### config.mk
export PLATFORM = sky130hd
export DESIGN_NAME = asn1_ber_header_parser_top_flat
export DESIGN_NICKNAME = d
export VERILOG_FILES = /design/src/hw/rtl/asn1_hdr_pkg.sv /design/src/hw/rtl/asn1_hdr_in_if.sv /design/src/hw/rtl/asn1_hdr_out_if.sv /design/src/hw/rtl/asn1_ber_header_parser_top.sv /design/src/flat_wrapper.sv
export SDC_FILE = /design/constraint.sdc
export NUM_CORES = 1
export LEC_CHECK = 0
export BUFFER_PORTS_ARGS = -buffer_cell sky130_fd_sc_hd__buf_2
export CORE_ASPECT_RATIO = 1.5
export CORE_MARGIN = 8
export CORE_UTILIZATION = 55
export DETAILED_ROUTE_END_ITERATION = 16
export GPL_TIMING_DRIVEN = 0
export PLACE_DENSITY = 0.77
export SLEW_MARGIN = 15
export SYNTH_ARGS = -nofsm -noshare
export SYNTH_HDL_FRONTEND = slang
export SYNTH_SLANG_ARGS = --single-unit
### constraint.sdc
create_clock -name clk_i -period 6.7 [get_ports clk_i]
set_input_delay 1.34 -clock clk_i [delete_from_list [all_inputs] [get_ports clk_i]]
set_output_delay 1.34 -clock clk_i [all_outputs]
set_load 0.1 [all_outputs]
### src/hw/rtl/asn1_hdr_pkg.sv
// Shared constants, widths and result codes for the BER header decoder.
package asn1_hdr_pkg;

  // Limits on the number of tag groups and long-form length bytes.
  localparam int unsigned MAX_TAG_GROUPS   = 4;
  localparam int unsigned MAX_LENGTH_BYTES = 4;

  // Field widths of the input and result transactions.
  localparam int unsigned ByteW    = 8;
  localparam int unsigned TagW     = 28;
  localparam int unsigned ClassW   = 2;
  localparam int unsigned LenW     = 32;
  localparam int unsigned HdrCntW  = 4;
  localparam int unsigned ErrW     = 3;

  // Counter widths that follow from the limits.
  localparam int unsigned TagCntW  = $clog2(MAX_TAG_GROUPS + 1);
  localparam int unsigned LenLeftW = $clog2(MAX_LENGTH_BYTES + 1);

  // Result codes.
  localparam logic [ErrW-1:0] ERR_NONE       = 3'd0;
  localparam logic [ErrW-1:0] ERR_INDEF_PRIM = 3'd1;
  localparam logic [ErrW-1:0] ERR_LEN_LONG   = 3'd2;
  localparam logic [ErrW-1:0] ERR_TAG_LONG   = 3'd3;
  localparam logic [ErrW-1:0] ERR_TRUNCATED  = 3'd4;

endpackage

### src/hw/rtl/asn1_hdr_in_if.sv
// Input channel: one stream byte or an end-of-stream mark per transaction.
interface asn1_hdr_in_if;
  import asn1_hdr_pkg::*;

  logic             valid;
  logic             ready;
  logic [ByteW-1:0] data_byte;
  logic             end_of_stream;

  modport source (output valid, output data_byte, output end_of_stream, input ready);
  modport sink   (input valid, input data_byte, input end_of_stream, output ready);

endinterface

### src/hw/rtl/asn1_hdr_out_if.sv
// Result channel: one decoded header or header error per transaction.
interface asn1_hdr_out_if;
  import asn1_hdr_pkg::*;

  logic              valid;
  logic              ready;
  logic [TagW-1:0]   tag_number;
  logic [ClassW-1:0] id_class;
  logic              constructed;
  logic              is_indefinite;
  logic [LenW-1:0]   content_length;
  logic [HdrCntW-1:0] header_bytes;
  logic [ErrW-1:0]   error_code;

  modport source (
    output valid, output tag_number, output id_class, output constructed,
    output is_indefinite, output content_length, output header_bytes,
    output error_code, input ready
  );
  modport sink (
    input valid, input tag_number, input id_class, input constructed,
    input is_indefinite, input content_length, input header_bytes,
    input error_code, output ready
  );

endinterface

### src/hw/rtl/asn1_ber_header_parser_top.sv
// BER tag-length header decoder: per-byte parse state and a registered result.
//
//   Channel   Direction  Transaction
//   in_i      sink       one stream byte, or an end-of-stream mark
//   out_o     source     one decoded header, or a header error
//
// Each accepted byte updates the parse state at the edge where it is taken; a
// result, if the byte completes or breaks a header, is in out_o the next cycle.
// Throughput is one byte per cycle, except while the single result register stalls.
// in_i.ready is low only while a result is held and out_o.ready is low.
// Reset returns the parser to awaiting an identifier byte and empties out_o.
module asn1_ber_header_parser_top (
  input  logic clk_i,
  input  logic rst_ni,
  asn1_hdr_in_if.sink    in_i,
  asn1_hdr_out_if.source out_o
);
  import asn1_hdr_pkg::*;

  // Parse phase codes.
  localparam logic [1:0] PH_IDENT   = 2'd0;
  localparam logic [1:0] PH_TAG     = 2'd1;
  localparam logic [1:0] PH_LEN1    = 2'd2;
  localparam logic [1:0] PH_LENLONG = 2'd3;

  localparam logic [HdrCntW-1:0] HdrCntMax = '1;

  // Parse state.
  logic [1:0]          phase_q, phase_d;
  logic [TagW-1:0]     tag_q, tag_d;
  logic [TagCntW-1:0]  tag_cnt_q, tag_cnt_d;
  logic [LenW-1:0]     len_q, len_d;
  logic [LenLeftW-1:0] len_left_q, len_left_d;
  logic [HdrCntW-1:0]  hdr_cnt_q, hdr_cnt_d;
  logic [ClassW-1:0]   class_q, class_d;
  logic                cons_q, cons_d;

  // Result register.
  logic                out_valid_q, out_valid_d;
  logic [TagW-1:0]     res_tag_q;
  logic [ClassW-1:0]   res_class_q;
  logic                res_cons_q;
  logic                res_indef_q;
  logic [LenW-1:0]     res_len_q;
  logic [HdrCntW-1:0]  res_hdr_q;
  logic [ErrW-1:0]     res_err_q;

  // Result of the current byte.
  logic                res_valid;
  logic                res_indef;
  logic [LenW-1:0]     res_len;
  logic [HdrCntW-1:0]  res_hdr;
  logic [ErrW-1:0]     res_err;

  logic                accept;
  logic                restart;
  logic [ByteW-1:0]    b;
  logic [HdrCntW-1:0]  hdr_inc;
  logic [LenW-1:0]     len_shift;

  // A new byte is taken whenever the result register is free or draining.
  assign in_i.ready = !out_valid_q || out_o.ready;
  assign accept     = in_i.valid && in_i.ready;
  assign b          = in_i.data_byte;
  assign hdr_inc    = (hdr_cnt_q != HdrCntMax) ? hdr_cnt_q + HdrCntW'(1) : hdr_cnt_q;
  assign len_shift  = {len_q[LenW-ByteW-1:0], b};

  // Per-byte decode of the header.
  always_comb begin
    phase_d    = phase_q;
    tag_d      = tag_q;
    tag_cnt_d  = tag_cnt_q;
    len_d      = len_q;
    len_left_d = len_left_q;
    hdr_cnt_d  = hdr_cnt_q;
    class_d    = class_q;
    cons_d     = cons_q;
    res_valid  = 1'b0;
    res_indef  = 1'b0;
    res_len    = '0;
    res_hdr    = hdr_inc;
    res_err    = ERR_NONE;
    restart    = 1'b0;

    if (accept) begin
      if (in_i.end_of_stream) begin
        // A clean end between headers gives nothing; inside a header it is an error.
        restart = 1'b1;
        res_hdr = hdr_cnt_q;
        if (phase_q != PH_IDENT) begin
          res_valid = 1'b1;
          res_err   = ERR_TRUNCATED;
        end
      end else begin
        hdr_cnt_d = hdr_inc;
        unique case (phase_q)
          PH_IDENT: begin
            class_d = b[7:6];
            cons_d  = b[5];
            if (b[4:0] == 5'h1F) begin
              tag_d     = '0;
              tag_cnt_d = '0;
              phase_d   = PH_TAG;
            end else begin
              tag_d   = TagW'(b[4:0]);
              phase_d = PH_LEN1;
            end
          end
          PH_TAG: begin
            if (tag_cnt_q >= TagCntW'(MAX_TAG_GROUPS) || tag_q[TagW-1:TagW-7] != '0) begin
              res_valid = 1'b1;
              res_err   = ERR_TAG_LONG;
            end else begin
              tag_cnt_d = tag_cnt_q + TagCntW'(1);
              tag_d     = {tag_q[TagW-8:0], b[6:0]};
              if (!b[7]) begin
                phase_d = PH_LEN1;
              end
            end
          end
          PH_LEN1: begin
            if (b == 8'h80) begin
              // Indefinite form is legal only for a constructed encoding.
              res_valid = 1'b1;
              res_indef = 1'b1;
              res_err   = cons_q ? ERR_NONE : ERR_INDEF_PRIM;
            end else if (!b[7]) begin
              res_valid = 1'b1;
              res_len   = LenW'(b[6:0]);
            end else if (b[6:0] > 7'(MAX_LENGTH_BYTES)) begin
              res_valid = 1'b1;
              res_err   = ERR_LEN_LONG;
            end else begin
              len_d      = '0;
              len_left_d = LenLeftW'(b[6:0]);
              phase_d    = PH_LENLONG;
            end
          end
          PH_LENLONG: begin
            if (len_q[LenW-1:LenW-ByteW] != '0) begin
              res_valid = 1'b1;
              res_err   = ERR_LEN_LONG;
            end else begin
              len_d = len_shift;
              if (len_left_q <= LenLeftW'(1)) begin
                res_valid = 1'b1;
                res_len   = len_shift;
              end else begin
                len_left_d = len_left_q - LenLeftW'(1);
              end
            end
          end
          default: begin
            restart = 1'b1;
          end
        endcase
      end

      // Every result, and a clean end, starts the next header from scratch.
      if (res_valid || restart) begin
        phase_d    = PH_IDENT;
        tag_d      = '0;
        tag_cnt_d  = '0;
        len_d      = '0;
        len_left_d = '0;
        hdr_cnt_d  = '0;
        class_d    = '0;
        cons_d     = 1'b0;
      end
    end
  end

  // Result register handshake.
  always_comb begin
    out_valid_d = out_valid_q;
    if (accept && res_valid) begin
      out_valid_d = 1'b1;
    end else if (out_o.ready) begin
      out_valid_d = 1'b0;
    end
  end

  // Control state.
  always_ff @(posedge clk_i or negedge rst_ni) begin
    if (!rst_ni) begin
      phase_q     <= PH_IDENT;
      tag_q       <= '0;
      tag_cnt_q   <= '0;
      len_q       <= '0;
      len_left_q  <= '0;
      hdr_cnt_q   <= '0;
      class_q     <= '0;
      cons_q      <= 1'b0;
      out_valid_q <= 1'b0;
    end else begin
      phase_q     <= phase_d;
      tag_q       <= tag_d;
      tag_cnt_q   <= tag_cnt_d;
      len_q       <= len_d;
      len_left_q  <= len_left_d;
      hdr_cnt_q   <= hdr_cnt_d;
      class_q     <= class_d;
      cons_q      <= cons_d;
      out_valid_q <= out_valid_d;
    end
  end

  // Result payload, loaded when a byte produces a result.
  always_ff @(posedge clk_i) begin
    if (accept && res_valid) begin
      res_tag_q   <= tag_q;
      res_class_q <= class_q;
      res_cons_q  <= cons_q;
      res_indef_q <= res_indef;
      res_len_q   <= res_len;
      res_hdr_q   <= res_hdr;
      res_err_q   <= res_err;
    end
  end

  assign out_o.valid          = out_valid_q;
  assign out_o.tag_number     = res_tag_q;
  assign out_o.id_class       = res_class_q;
  assign out_o.constructed    = res_cons_q;
  assign out_o.is_indefinite  = res_indef_q;
  assign out_o.content_length = res_len_q;
  assign out_o.header_bytes   = res_hdr_q;
  assign out_o.error_code     = res_err_q;

  // A new result only follows an accepted transaction.
  a_result_after_accept: assert property (@(posedge clk_i) disable iff (!rst_ni)
    $rose(out_valid_q) |-> $past(accept))
    else $error("result appeared without an accepted transaction");

  // After any result the parser waits for a fresh identifier byte.
  a_restart_after_result: assert property (@(posedge clk_i) disable iff (!rst_ni)
    (accept && res_valid) |=> (phase_q == PH_IDENT && hdr_cnt_q == '0))
    else $error("parser did not restart after a result");

  // An indefinite header never carries a content length.
  a_indef_no_length: assert property (@(posedge clk_i) disable iff (!rst_ni)
    (out_valid_q && res_indef_q) |-> (res_len_q == '0))
    else $error("indefinite header with nonzero length");

  // Every result covers at least one header byte.
  a_result_has_bytes: assert property (@(posedge clk_i) disable iff (!rst_ni)
    out_valid_q |-> (res_hdr_q != '0))
    else $error("result with an empty header count");

  // The long-form byte counter never exceeds its limit.
  a_len_left_bound: assert property (@(posedge clk_i) disable iff (!rst_ni)
    len_left_q <= LenLeftW'(MAX_LENGTH_BYTES))
    else $error("length byte counter out of range");

endmodule
### src/flat_wrapper.sv
// flat-port wrapper written by rule: the top's interface ports become plain ports
module asn1_ber_header_parser_top_flat import asn1_hdr_pkg::*;
  (clk_i, rst_ni, in_i_valid, in_i_data_byte, in_i_end_of_stream, in_i_ready, out_o_valid, out_o_tag_number, out_o_id_class, out_o_constructed, out_o_is_indefinite, out_o_content_length, out_o_header_bytes, out_o_error_code, out_o_ready);
  asn1_hdr_in_if in_i_i ();
  asn1_hdr_out_if out_o_i ();
  input  logic clk_i;
  input  logic rst_ni;
  input wire logic [$bits(in_i_i.valid)-1:0] in_i_valid;
  input wire logic [$bits(in_i_i.data_byte)-1:0] in_i_data_byte;
  input wire logic [$bits(in_i_i.end_of_stream)-1:0] in_i_end_of_stream;
  output wire logic [$bits(in_i_i.ready)-1:0] in_i_ready;
  output wire logic [$bits(out_o_i.valid)-1:0] out_o_valid;
  output wire logic [$bits(out_o_i.tag_number)-1:0] out_o_tag_number;
  output wire logic [$bits(out_o_i.id_class)-1:0] out_o_id_class;
  output wire logic [$bits(out_o_i.constructed)-1:0] out_o_constructed;
  output wire logic [$bits(out_o_i.is_indefinite)-1:0] out_o_is_indefinite;
  output wire logic [$bits(out_o_i.content_length)-1:0] out_o_content_length;
  output wire logic [$bits(out_o_i.header_bytes)-1:0] out_o_header_bytes;
  output wire logic [$bits(out_o_i.error_code)-1:0] out_o_error_code;
  input wire logic [$bits(out_o_i.ready)-1:0] out_o_ready;
  assign in_i_i.valid = in_i_valid;
  assign in_i_i.data_byte = in_i_data_byte;
  assign in_i_i.end_of_stream = in_i_end_of_stream;
  assign in_i_ready = in_i_i.ready;
  assign out_o_valid = out_o_i.valid;
  assign out_o_tag_number = out_o_i.tag_number;
  assign out_o_id_class = out_o_i.id_class;
  assign out_o_constructed = out_o_i.constructed;
  assign out_o_is_indefinite = out_o_i.is_indefinite;
  assign out_o_content_length = out_o_i.content_length;
  assign out_o_header_bytes = out_o_i.header_bytes;
  assign out_o_error_code = out_o_i.error_code;
  assign out_o_i.ready = out_o_ready;
  asn1_ber_header_parser_top u_core (.clk_i(clk_i), .rst_ni(rst_ni), .in_i(in_i_i), .out_o(out_o_i));
endmodule
# Yosys cells after proc, flatten, opt, wreduce, memory -nomap -nowiden
# Index checks and enable logic that the tools add are counted.
# W data, S select, Z words.
[totals]
elab_cells = 136
out_inout_bits = 73
in_bits = 13
regBits = 147
[op_classes]
magnitude_cmp = 3
n_reduce_logical = 23
n_eq_ne = 15
n_mux = 74
add_sub_neg = 3
bitwise = 2
[op_table]
columns = ["operator", "count"]
rows = [
  ["$mux W32", 9],
  ["$pmux W32 S2", 2],
  ["$mux W28", 3],
  ["$pmux W28 S2", 1],
  ["$mux W3", 15],
  ["$mux W2", 14],
  ["$mux W1", 19],
  ["$mux W4", 4],
  ["$reduce_and A8 Y1", 2],
  ["$ne A3 B3 Y1 const B", 5],
  ["$pmux W3 S2", 2],
  ["$pmux W3 S3", 1],
  ["$eq A8 B8 Y1 const B", 1],
  ["$reduce_bool A8 Y1", 1],
  ["$gt A7 B3 Y1 const B", 1],
  ["$mux W7", 1],
  ["$reduce_and A7 Y1", 1],
  ["$reduce_bool A7 Y1", 1],
  ["$ne A3 B2 Y1 const B", 2],
  ["$pmux W2 S3", 1],
  ["$reduce_bool A2 Y1", 3],
  ["$reduce_bool A3 Y1", 2],
  ["$eq A5 B5 Y1 const B", 1],
  ["$mux W5", 1],
  ["22 further kinds", 27],
]

# Logic depth before layout (Yosys ltp)
# Gate-level depths: netlist (run 1).
[depth]
depth_word = 10
mapped_depth = 10
depth_no_buf = 8

# Worst setup path after synthesis (run 1)
# Ideal clock, no wire load.
[synth_path]
path_type = "input -> register"
startpoint = "in out_o_ready"
endpoint = "reg u_core.res_cons_q (netlist: u_core.out_o.constructed), enable pin"
setup_ns = 0.525
cell_stages = 4
arrival_time_ns = 6.327
slack_ns = -0.152
t_required_ns = 6.175
n_path_buf = 0
cell_sequence = "nand2b_1 > nand2_1 > or3_1 > o22ai_1"
[synth_between]
elab_chain_len = 4
[synth_lines]
columns = ["element", "line_no", "text"]
rows = [
  ["start, declared", "flat_wrapper.sv:20", "input wire logic [$bits(out_o_i.ready)-1:0] out_o_ready;"],
  ["$logic_or A1 B1 Y1 (*)", "asn1_ber_header_parser_top.sv:62", "assign in_i.ready = !out_valid_q || out_o.ready;"],
  ["$logic_and A1 B1 Y1 (*)", "asn1_ber_header_parser_top.sv:63", "assign accept = in_i.valid && in_i.ready;"],
  ["$mux W1", "asn1_ber_header_parser_top.sv:85", "if (accept) begin"],
  ["$logic_and A1 B1 Y1 (*)", "asn1_ber_header_parser_top.sv:210", "if (accept && res_valid) begin"],
  ["end signal, assigned", "asn1_ber_header_parser_top.sv:213", "res_cons_q <= cons_q;"],
  ["end, declared", "asn1_ber_header_parser_top.sv:42", "logic res_cons_q;"],
]
# Mark *: on every way between the ends. The rest lies on a longest branch, timed or not.
# A chain may end at the register's enable or synchronous reset.

# Worst setup path after layout (run 1)
[layout_path]
startpoint = "in in_i_data_byte[3]"
endpoint = "reg u_core.tag_q[22]"
[layout_between]
elab_chain_len = 10
elab_cells_between_ends = 14
classes_between = "order compare (1); eq/ne (3); mux (7); reduce/logical (3)"
[layout_lines]
columns = ["element", "line_no", "text"]
rows = [
  ["start, declared", "flat_wrapper.sv:9", "input wire logic [$bits(in_i_i.data_byte)-1:0] in_i_data_byte;"],
  ["$gt A7 B3 Y1", "asn1_ber_header_parser_top.sv:130", "end else if (b[6:0] > 7'(MAX_LENGTH_BYTES)) begin"],
  ["$mux W1", "asn1_ber_header_parser_top.sv:130", ""],
  ["$mux W1", "asn1_ber_header_parser_top.sv:127", "end else if (!b[7]) begin"],
  ["$mux W1 (*)", "asn1_ber_header_parser_top.sv:122", "if (b == 8'h80) begin"],
  ["$pmux W1 S3 (*)", "asn1_ber_header_parser_top.sv:96", "unique case (phase_q)"],
  ["$mux W1 (*)", "asn1_ber_header_parser_top.sv:86", "if (in_i.end_of_stream) begin"],
  ["$mux W1 (*)", "asn1_ber_header_parser_top.sv:85", ""],
  ["$logic_or A1 B1 Y1 (*)", "asn1_ber_header_parser_top.sv:160", "if (res_valid || restart) begin"],
  ["$ne A3 B3 Y1 (no source line), or another cell as far along", "n/a", ""],
  ["$reduce_and A4 Y1 (no source line)", "n/a", ""],
  ["end signal, assigned", "asn1_ber_header_parser_top.sv:197", "tag_q <= tag_d;"],
  ["end, declared", "asn1_ber_header_parser_top.sv:30", "logic [TagW-1:0] tag_q, tag_d;"],
]
# Mark *: on every way between the ends. The rest lies on a longest branch, timed or not. The select of a mux whose other input is x is not followed.

==> results of run 1 <==
## sequential cells by signal, summed over array words and instances (netlist names), 3 cells and up
register / cells
u_core.len_left_q: 3
u_core.hdr_cnt_q: 4
u_core.out_o.error_code: 3
u_core.len_q: 32
u_core.tag_q: 28
u_core.out_o.header_bytes: 4
u_core.out_o.content_length: 32
u_core.tag_cnt_q: 3
u_core.out_o.tag_number: 28
## stage by stage
stage	utilization	power (mW)	setup WS, ns
after CTS	0.6928	3.365	3.215
after global placement	0.6190	2.246	1.489
after floorplan	-	2.060	1.564
after detailed placement	0.6303	2.309	2.811
final	0.6928	3.354	3.125
after global routing	0.6928	3.479	3.032
## area by class of cell
class / count / area, sq um / area share
Timing Repair Buffer: 87 / 528.0 / 0.07196
Inverter: 10 / 37.54 / 0.005116
Clock inverter: 13 / 229.0 / 0.03121
Buffer: 26 / 128.9 / 0.01756
Clock buffer: 19 / 432.9 / 0.05900
Multi-Input combinational cell: 280 / 1767 / 0.2408
Tap cell: 144 / 180.2 / 0.02456
Sequential cell: 147 / 4034 / 0.5498
## metal layers
metal	up-vias	track usage	part of all wire
li1	1905	-	-
met1	2090	0.2276	0.38
met2	177	0.3483	0.52
met3	40	0.06344	0.071
met4	0	0.1032	0.029
met5	-	0	0
## synthesized netlist by cell type, types with 2 or more instances
master,count,area (sq um)
and2_1,35,219.0
o41ai_1,2,17.52
nor2_1,13,48.80
a21oi_1,10,50.05
a31oi_1,8,50.05
buf_2,7,35.03
or3_1,4,25.02
clkbuf_1,14,52.55
ha_1,10,125.1
nand3_1,3,15.01
a32o_1,6,60.06
o221ai_1,2,17.52
o21ai_0,35,175.2
nand2_1,70,262.8
nand2b_1,2,12.51
dfrtp_1,76,1902
o31ai_1,3,22.52
nor4_1,5,31.28
a22o_1,32,280.3
buf_4,4,30.03
o21bai_1,2,15.01
inv_1,10,37.54
nor2b_1,2,12.51
or4_1,4,30.03
and3_1,2,12.51
o21ai_1,2,10.01
nor3_1,5,25.02
edfxtp_1,71,2132
## kinds of logic after synthesis
kind of cell / count (synthesis)
simple gates: 153
flops: 147
compound gates: 115
buf+inv: 36
fa+ha+maj: 10
xor+xnor: 1
mux: 1
## final timing paths
path | endpoint | cells after the start | slack [ns] | from
max in group asynchronous | u_core.len_q[9]$_DFFE_PN0P_ | 2 | 5.30 | rst_ni
worst min register to register | u_core.out_o.id_class[0]$_DFFE_PP_ | 0 | 0.46 | u_core.class_q[0]$_DFFE_PN0P_
worst max-delay path | u_core.tag_q[22]$_DFFE_PN0P_ | 7 | 3.12 | in_i_data_byte[3]
min in group asynchronous | u_core.class_q[0]$_DFFE_PN0P_ | 1 | 0.83 | rst_ni
worst min-delay path | u_core.out_o.id_class[0]$_DFFE_PP_ | 0 | 0.46 | u_core.class_q[0]$_DFFE_PN0P_
worst max register to register | u_core.out_o.id_class[0]$_DFFE_PP_ | 10 | 3.79 | u_core.phase_q[1]$_DFFE_PN0P_
## worst max-delay path: stages
cell,delay (ns)
buf_2,0.16
or4_4,0.58
o41ai_4,0.47
a41oi_2,0.24
o21ai_2,0.44
clkbuf_1,0.41
o21ai_0,0.19
## where the power goes
part	leakage, nW	switching (mW)	internal (mW)	total, mW
Sequential	1.72	0.0654	1.11	1.17
Combinational	1.07	0.910	0.217	1.13
Clock	0.312	0.358	0.698	1.06
==> flow_summary_export.csv, run 1 <==
group,metric,value,unit
die,die-area,0.01448,sq mm
global_route,grt_first_pass_wirelength,22600,microns
die,pin_count,86,
logic_synthesis,synthSimpleGateAreaFrac,0.1303,
clock_network,cts.sinks,147,
logic_synthesis,synth_top_family_by_area,"compound AO/OA/AOI/OAI gates",
sta,drv_slew,0,
clock_network,ctsHoldBuffers,0,
cells_and_area,fillers,747,
global_route,grt_usage,0.2056,
detailed_routing,ant_nets,0,
detailed_routing,drt-initial-drc-count,340,
setup_path,arrival,3.84,ns
cells_and_area,syn_to_final_growth,23.25,%
logic_synthesis,synth_compound_area_frac,0.1398,
sta,maxSlewHeadroom,0.4262,
logic_synthesis,synth-xor-area-share,0.001471,
global_route,grt_max_degree,53,
pwr,ir_worst_vdd,0.3294,mV
cells_and_area,design_area,0.007337,sq mm
placed_design,gp_congestion,0.8646,
cells_and_area,drive_gt1_frac,0.2371,
cells_and_area,final_common_cell,"buf_2",
clock_network,path_clk_slew,0.06,ns
sta,fmax,279.7,MHz
detailed_routing,wl_per_cell,19.22,microns
clock_network,postCtsSetupRepairBufs,0,
die,die_y,143.4,microns
logic_synthesis,synth_adder_area_share,0.02102,
clock_network,clk_latency,0.42,ns
sta,holdWs,0.4641,ns
sta,finalClockSkew,0.009215,ns
setup_path,crit_fanout,10,
sta,period_minus_slack,3.575,ns
die,start_util,0.5621,
setup_path,crit_path_end_kind,"flop",
run_status,status,"complete, no violations",
setup_path,crit_required,6.97,ns
die,rows,46,
logic_synthesis,syn-cell-area,0.005953,sq mm
die,die_w,100.9,microns
clock_network,cts_tree,"yes",
global_route,grt.overflow.total,0,
sta,setup_viol,0,
placed_design,post-dp-hpwl,9493,microns
logic_synthesis,async_flop_share,0.5170,
setup_path,crit_type,"primary input to flop",
pwr,powerDensity,457.2,mW/mm^2
clock_network,post_cts_resized,0,
sta,rsz0062_at_grt,"false",
clock_network,htreeDepth,4,
detailed_routing,num_vias,4212,
detailed_routing,via_per_inst,5.802,
setup_path,critPathLaunchType,"primary input",
cells_and_area,antenna-diode-count,0,
global_route,grt_pass1_vias,4426,
sta,period_share,0.5336,
logic_synthesis,seq_area_frac_synth,0.6776,
logic_synthesis,ys_types,52,
cells_and_area,layout_common_cells,"89 x buf_2, 76 x dfrtp_1, 71 x edfxtp_1",
detailed_routing,drt_first_pass_iters,5,
placed_design,io_buffer_count,83,
clock_network,cts_buffer_depth,2,
clock_network,root_buffer,"clkbuf_16",
logic_synthesis,synth_edf_count,71,
cells_and_area,nets,592,
logic_synthesis,synth-main-ff-cell,"dfrtp_1",
sta,tightest_slew,0.8530,ns
global_route,antenna_found_initial,0,
pwr,power_leakage,3.100,nW
logic_synthesis,syn_inst,463,
logic_synthesis,synth_mux_area_frac,0.001892,
sta,hold_viol_final,0,
run,maxCapViolCount,0,
clock_network,cts_buffers,17,
logic_synthesis,synth.net_count,486,
detailed_routing,wirelength,13950,microns
cells_and_area,instances_no_fill,726,
logic_synthesis,ys_warn_count,0,
detailed_routing,drc,0,
die,core-area,0.01059,sq mm
sta,tns,0,ns
placed_design,place_area,0.006675,sq mm
logic_synthesis,syn_avg_cell_area,12.86,sq um
worst_hold_path,hp-class,"flop to flop",
logic_synthesis,ys_seq_elements,147,
placed_design,post-place-cells,694,
No activity file was read; power rests on OpenSTA's default activity.
==> inputs of run 2 (changes only) <==
--- a/config.mk
+++ b/config.mk
@@ -5,6 +5,7 @@
 export SDC_FILE = /design/constraint.sdc
 export NUM_CORES = 1
 export LEC_CHECK = 0
+export ABC_AREA = 1
 export BUFFER_PORTS_ARGS = -buffer_cell sky130_fd_sc_hd__buf_2
 export CORE_ASPECT_RATIO = 1.5
 export CORE_MARGIN = 8
==> constraint.sdc (replaced) <==
create_clock -name clk_i -period 3.3 [get_ports clk_i]
set_input_delay 0.66 -clock clk_i [delete_from_list [all_inputs] [get_ports clk_i]]
set_output_delay 0.66 -clock clk_i [all_outputs]
set_load 0.1 [all_outputs]
==> flow_summary_export.csv, run 2 <==
group,metric,value,unit
cells_and_area,seq_area,0.004035,sq mm
logic_synthesis,synth.area.top_cells,"edfxtp_1 34%, dfrtp_1 30%, nand2_1 9.9%",
sta,tns,0,ns
global_route,grt_first_pass_wirelength,22550,microns
cells_and_area,drive_gt1_frac,0.2198,
global_route,grt_usage,0.1938,
detailed_routing,drt-initial-drc-count,275,
detailed_routing,drt_first_pass_iters,5,
logic_synthesis,yosysTopAreaCell,"edfxtp_1",
global_route,grt_max_degree,64,
sta,hold_viol_final,0,
logic_synthesis,async_flop_share,0.5170,
sta,period_share,0.8368,
logic_synthesis,syn_avg_cell_area,10.20,sq um
clock_network,path_clk_slew,0.06,ns
global_route,grt_pass1_vias,4760,
die,pin_count,86,
placed_design,place_area,0.007043,sq mm
clock_network,cts_tree,"yes",
die,start_util,0.5538,
placed_design,post-dp-hpwl,10040,microns
logic_synthesis,ys_seq_elements,147,
sta,drv_slew,0,
logic_synthesis,synth_common_cells,"165 x nand2_1, 76 x dfrtp_1, 71 x edfxtp_1",
logic_synthesis,yosysTopAreaCellShare,0.3392,
setup_path,r2r_end,"u_core.out_o.content_length[18]$_SDFFCE_PP0P_",
sta,tightest_slew,0.7035,ns
clock_network,htreeDepth,4,
sta,period_minus_slack,2.761,ns
cells_and_area,multi_input_area,0.001969,sq mm
detailed_routing,ant_nets,0,
die,die_y,146.9,microns
logic_synthesis,yosysMostFrequentCell,"nand2_1",
sta,rsz0062_at_grt,"false",
logic_synthesis,syn-cell-area,0.006286,sq mm
die,die_w,103.3,microns
clock_network,cts.sinks,147,
placed_design,io_buffer_count,85,
placed_design,gp_congestion,0.8905,
pwr,ir_worst_vdd,0.5197,mV
setup_path,crit_required,3.43,ns
setup_path,crit_type,"flop to flop",
die,rows,48,
logic_synthesis,ys_warn_count,0,
cells_and_area,antenna-diode-count,0,
logic_synthesis,seq_area_frac_synth,0.6417,
run_status,status,"complete, no violations",
cells_and_area,design_area,0.007634,sq mm
logic_synthesis,ys_types,39,
sta,maxSlewHeadroom,0.5310,
die,core-area,0.01135,sq mm
logic_synthesis,synth_edf_count,71,
clock_network,cts_buffer_depth,2,
sta,finalClockSkew,0.01043,ns
die,die-area,0.01518,sq mm
global_route,grt.overflow.total,0,
logic_synthesis,syn_inst,616,
clock_network,clk_latency,0.42,ns
pwr,power_leakage,3.189,nW
setup_path,critPathLaunchType,"flop",
detailed_routing,drc,0,
run,maxCapViolCount,0,
detailed_routing,wl_per_cell,15.64,microns
detailed_routing,via_per_inst,5.364,
detailed_routing,num_vias,4758,
setup_path,crit_path_end,"u_core.out_o.content_length[18]$_SDFFCE_PP0P_",
clock_network,postCtsSetupRepairBufs,0,
worst_hold_path,hp-class,"primary input to asynchronous set/reset pin",
clock_network,root_buffer,"clkbuf_16",
sta,setup_viol,0,
logic_synthesis,synth-main-ff-cell,"dfrtp_1",
cells_and_area,syn_to_final_growth,21.44,%
clock_network,cts_buffers,17,
setup_path,r2r_slack,0.54,ns
cells_and_area,fillers,884,
global_route,antenna_found_initial,0,
pwr,powerDensity,864.8,mW/mm^2
clock_network,post_cts_resized,0,
detailed_routing,wirelength,13880,microns
cells_and_area,final_common_cell,"nand2_1",
setup_path,crit_fanout,21,
cells_and_area,nets,747,
cells_and_area,layout_common_cells,"164 x nand2_1, 97 x buf_2, 75 x dfrtp_1",
setup_path,rr_worst_depth,9,
setup_path,worstReg2RegStart,"u_core.phase_q[1]$_DFFE_PN0P_",
clock_network,ctsHoldBuffers,0,
setup_path,arrival,2.89,ns
sta,fmax,362.1,MHz
setup_path,crit_path_end_kind,"flop",
logic_synthesis,synth.net_count,639,
setup_path,setup.worst_path.start,"u_core.phase_q[1]$_DFFE_PN0P_",
[run 2: area by class of cell]
type                            instances  area share
Clock inverter                         13     0.01934
Clock buffer                           19     0.05802
Sequential cell                       147      0.5286
Multi-Input combinational cell        402      0.2580
Buffer                                 28     0.02180
Inverter                               39     0.01918
Timing Repair Buffer                   89     0.07048
Tap cell                              150     0.02459
[run 2: worst min path at each step]
stage               cells past startpoint                                 end                           from  slack [ns]
floorplan                               0       u_core.class_q[0]$_DFFE_PN0P_                         rst_ni        0.36
global placement                        0  u_core.out_o.id_class[0]$_DFFE_PP_  u_core.class_q[0]$_DFFE_PN0P_        0.44
detailed placement                      0  u_core.out_o.id_class[0]$_DFFE_PP_  u_core.class_q[0]$_DFFE_PN0P_        0.44
CTS                                     1        u_core.len_q[22]$_DFFE_PN0P_                         rst_ni        0.08
global route                            1        u_core.len_q[22]$_DFFE_PN0P_                         rst_ni        0.09
finish                                  1        u_core.len_q[21]$_DFFE_PN0P_                         rst_ni        0.08
[run 2: worst max-delay path, cell delays in order (launching register included)]
cell,delay (ns)
dfrtp_1,0.41
inv_1,0.13
ha_1,0.17
clkbuf_1,0.35
nand2_1,0.21
nand3_2,0.17
nand2_4,0.10
o22ai_4,0.53
buf_16,0.24
buf_16,0.16
[run 2: per-layer routing]
layer  part of all wire  global-route usage
met5                  0                   0
met3              0.071             0.05211
met1               0.39              0.2200
met2               0.49              0.3176
met4              0.040              0.1105
[run 2: power breakdown]
group	internal (mW)	switching, mW	total (mW)
clock network	1.14	0.773	1.92
logic	0.436	1.92	2.36
registers	2.21	0.114	2.33
[run 2: through the flow]
step | total power, mW | cells | hold WS, ns | setup WS [ns] | utilization
6_report | 6.602 | 887 | 0.07709 | 0.5387 | 0.6725
5_1_grt | 6.845 | 887 | 0.08766 | 0.3787 | 0.6725
4_1_cts | 6.626 | 887 | 0.07776 | 0.5210 | 0.6725
3_5_place_dp | 4.715 | 855 | 0.4392 | 0.4608 | 0.6205
3_3_place_gp | 4.609 | 851 | 0.4405 | -0.2084 | 0.6106
2_1_floorplan | 4.234 | 616 | 0.3644 | 0.2534 | -
[run 2: kinds of logic (layout without fill, tap and decap cells)]
logic type      Yosys count  in the layout  share of synthesized area
fa+ha+maj                10             10                    0.01990
flops                   147            147                     0.6417
buf+inv                  67            188                    0.04976
compound gates           94             94                    0.08062
xor+xnor                  3              3                   0.004181
simple gates            294            294                     0.2022
mux                       1              1                   0.001592
==> inputs of run 3 (changes only) <==
--- a/config.mk
+++ b/config.mk
@@ -9,10 +9,10 @@
 export BUFFER_PORTS_ARGS = -buffer_cell sky130_fd_sc_hd__buf_2
 export CORE_ASPECT_RATIO = 1.5
 export CORE_MARGIN = 8
-export CORE_UTILIZATION = 55
+export CORE_UTILIZATION = 52
 export DETAILED_ROUTE_END_ITERATION = 16
 export GPL_TIMING_DRIVEN = 0
-export PLACE_DENSITY = 0.77
+export PLACE_DENSITY = 0.76
 export SLEW_MARGIN = 15
 export SYNTH_ARGS = -nofsm -noshare
 export SYNTH_HDL_FRONTEND = slang
==> constraint.sdc (replaced) <==
create_clock -name clk_i -period 2.53 [get_ports clk_i]
set_input_delay 0.506 -clock clk_i [delete_from_list [all_inputs] [get_ports clk_i]]
set_output_delay 0.506 -clock clk_i [all_outputs]
set_load 0.1 [all_outputs]
==> flow_summary_export.csv, run 3 (synthesis gave the netlist of run 2 again) <==
group,metric,value,unit
sta,period_share,0.9342,
pwr,p_switching,3.666,mW
cells_and_area,layout_common_cells,"163 x nand2_1, 97 x buf_2, 75 x dfrtp_1",
detailed_routing,drt-initial-drc-count,340,
run_status,status,"complete, no violations",
pwr,p_seq_frac,0.349,
clock_network,clk_latency,0.42,ns
setup_path,crit_type,"flop to flop",
clock_network,cts_buffer_depth,2,
setup_path,r2r_slack,0.17,ns
die,die-area,0.01593,sq mm
placed_design,post-dp-hpwl,10310,microns
setup_path,crit_required,2.87,ns
clock_network,cts_tree,"yes",
sta,drv_slew,0,
sta,tns,0,ns
sta,worst_slack,0.1664,ns
cells_and_area,design_area,0.007705,sq mm
setup_path,arrival,2.71,ns
placed_design,io_buffer_count,85,
sta,fmax,423.1,MHz
detailed_routing,num_vias,4792,
sta,setup_viol,0,
pwr,ir_worst_vdd,0.7775,mV
setup_path,crit_path_end_kind,"flop",
global_route,met2_usage,0.3151,
worst_hold_path,hp-class,"primary input to flop",
global_route,grt_usage,0.1842,
pwr,clockPowerShare,0.297,
global_route,grt_max_degree,65,
cells_and_area,drive_gt1_frac,0.2297,
clock_network,cts_buffers,17,
global_route,grt_use_met3,0.05570,
pwr,power.total,8.730,mW
placed_design,place_area,0.007046,sq mm
cells_and_area,final_common_cell,"nand2_1",
cells_and_area,antenna-diode-count,0,
detailed_routing,via_per_inst,5.366,
clock_network,root_buffer,"clkbuf_16",
global_route,grt_first_pass_wirelength,23110,microns
detailed_routing,drc,0,
pwr,powerDensity,1133,mW/mm^2
detailed_routing,drt_first_pass_iters,7,
detailed_routing,wirelength,14340,microns
sta,hold_viol_final,0,
die,pin_count,86,
detailed_routing,ant_nets,0,
clock_network,htreeDepth,4,
placed_design,place_ws,0.02724,ns
die,core-area,0.01189,sq mm
run,maxCapViolCount,0,
clock_network,post_cts_resized,0,
detailed_routing,wl_per_cell,16.05,microns
global_route,antenna_found_initial,0,
sta,holdWs,0.4117,ns
sta,maxSlewHeadroom,0.5905,
setup_path,critPathLaunchType,"flop",
sta,tightest_slew,0.6143,ns
die,rows,49,
sta,finalClockSkew,0.008825,ns
cells_and_area,nets,750,
global_route,top_usage_layer,"met2",
global_route,grt.overflow.total,0,
global_route,grt_use_met1,0.1994,
global_route,grt_pass1_vias,4838,
cells_and_area,syn_to_final_growth,22.57,%
die,start_util,0.5285,
clock_network,path_clk_slew,0.06,ns
die,die_y,150.7,microns
pwr,power_switching_share,0.4199,
sta,rsz0062_at_grt,"false",
cells_and_area,fillers,932,
setup_path,crit_fanout,10,
sta,period_minus_slack,2.364,ns
die,die_w,105.8,microns
pwr,p_int,5.064,mW
placed_design,gp_congestion,0.9320,
clock_network,cts.sinks,147,
pwr,pwr-share-comb,0.354,
pwr,power_leakage,3.225,nW
==> run 3: cell count changes in the layout (fill, tap and decap cells not counted), moves of 2 or more <==
cell	before	now
clkinvlp_4	5	3
inv_2	5	7
inv_1	33	31
nor2_1	56	54
buf_4	3	5
nor2_4	1	3
==> run 3: area by class of cell <==
| cell class | count | area [sq um] | area share |
|---|---|---|---|
| Multi-Input combinational cell | 402 | 1992 | 0.2585 |
| Buffer | 28 | 167.7 | 0.02176 |
| Timing Repair Buffer | 92 | 555.5 | 0.07210 |
| Inverter | 39 | 146.4 | 0.01900 |
| Tap cell | 153 | 191.4 | 0.02485 |
| Sequential cell | 147 | 4038 | 0.5240 |
| Clock inverter | 13 | 171.4 | 0.02225 |
| Clock buffer | 19 | 442.9 | 0.05749 |
==> run 3: stage by stage <==
stage / util / instances
finish: 0.6478 / 893
global route: 0.6478 / 893
CTS: 0.6449 / 890
detailed placement: 0.5924 / 857
global placement: 0.5852 / 854
floorplan: - / 616
==> run 3: per-layer routing <==
layer	wire length, microns	vias to the layer above	part of all wire
met1	5557	2274	0.39
met4	492	0	0.034
met3	1036	36	0.072
met5	0	-	0
met2	7249	189	0.51
li1	-	2293	-
==> run 3: path summary, 6_finish.rpt <==
kind	from	to	cells past startpoint
worst max-delay path	u_core.phase_q[1]$_DFFE_PN0P_	u_core.tag_q[6]$_DFFE_PN0P_	11
worst max register to register	u_core.phase_q[1]$_DFFE_PN0P_	u_core.tag_q[6]$_DFFE_PN0P_	11
max in group asynchronous	rst_ni	u_core.out_o.valid$_DFFE_PN0P_	3
worst min-delay path	out_o_ready	u_core.out_o.valid$_DFFE_PN0P_	4
min in group asynchronous	rst_ni	u_core.len_q[22]$_DFFE_PN0P_	2
worst min register to register	u_core.class_q[0]$_DFFE_PN0P_	u_core.out_o.id_class[0]$_DFFE_PP_	0
==> run 3: power by group through the flow <==
| stage | combinational [mW] | clock [mW] | sequential [mW] |
|---|---|---|---|
| 3_5_place_dp | 3.06 | 0 | 3.09 |
| 4_1_cts | 3.07 | 2.62 | 3.04 |
| 6_report | 3.09 | 2.59 | 3.04 |
| 3_3_place_gp | 2.94 | 0 | 3.09 |
| 5_1_grt | 3.27 | 2.73 | 3.07 |
| 2_1_floorplan | 1.05 | 0 | 4.49 |
==> run 3: worst max-delay path: stages, from the launching register on <==
cell      delay, ns
dfrtp_1        0.39
inv_1          0.09
ha_1           0.18
clkbuf_2       0.20
nand2_1        0.18
nand3_2        0.15
nand2_4        0.14
nand2_2        0.13
buf_2          0.23
nor2_1         0.34
nand2_1        0.10
o21ai_1        0.16
==> run 3: repair_timing <==
item | 4_1_cts | 5_1_grt
buffers inserted | 0 | 3
setup endpoints to repair | 0 | 55
hold endpoints to repair | 12 | 0
hold buffers | 1 | 0
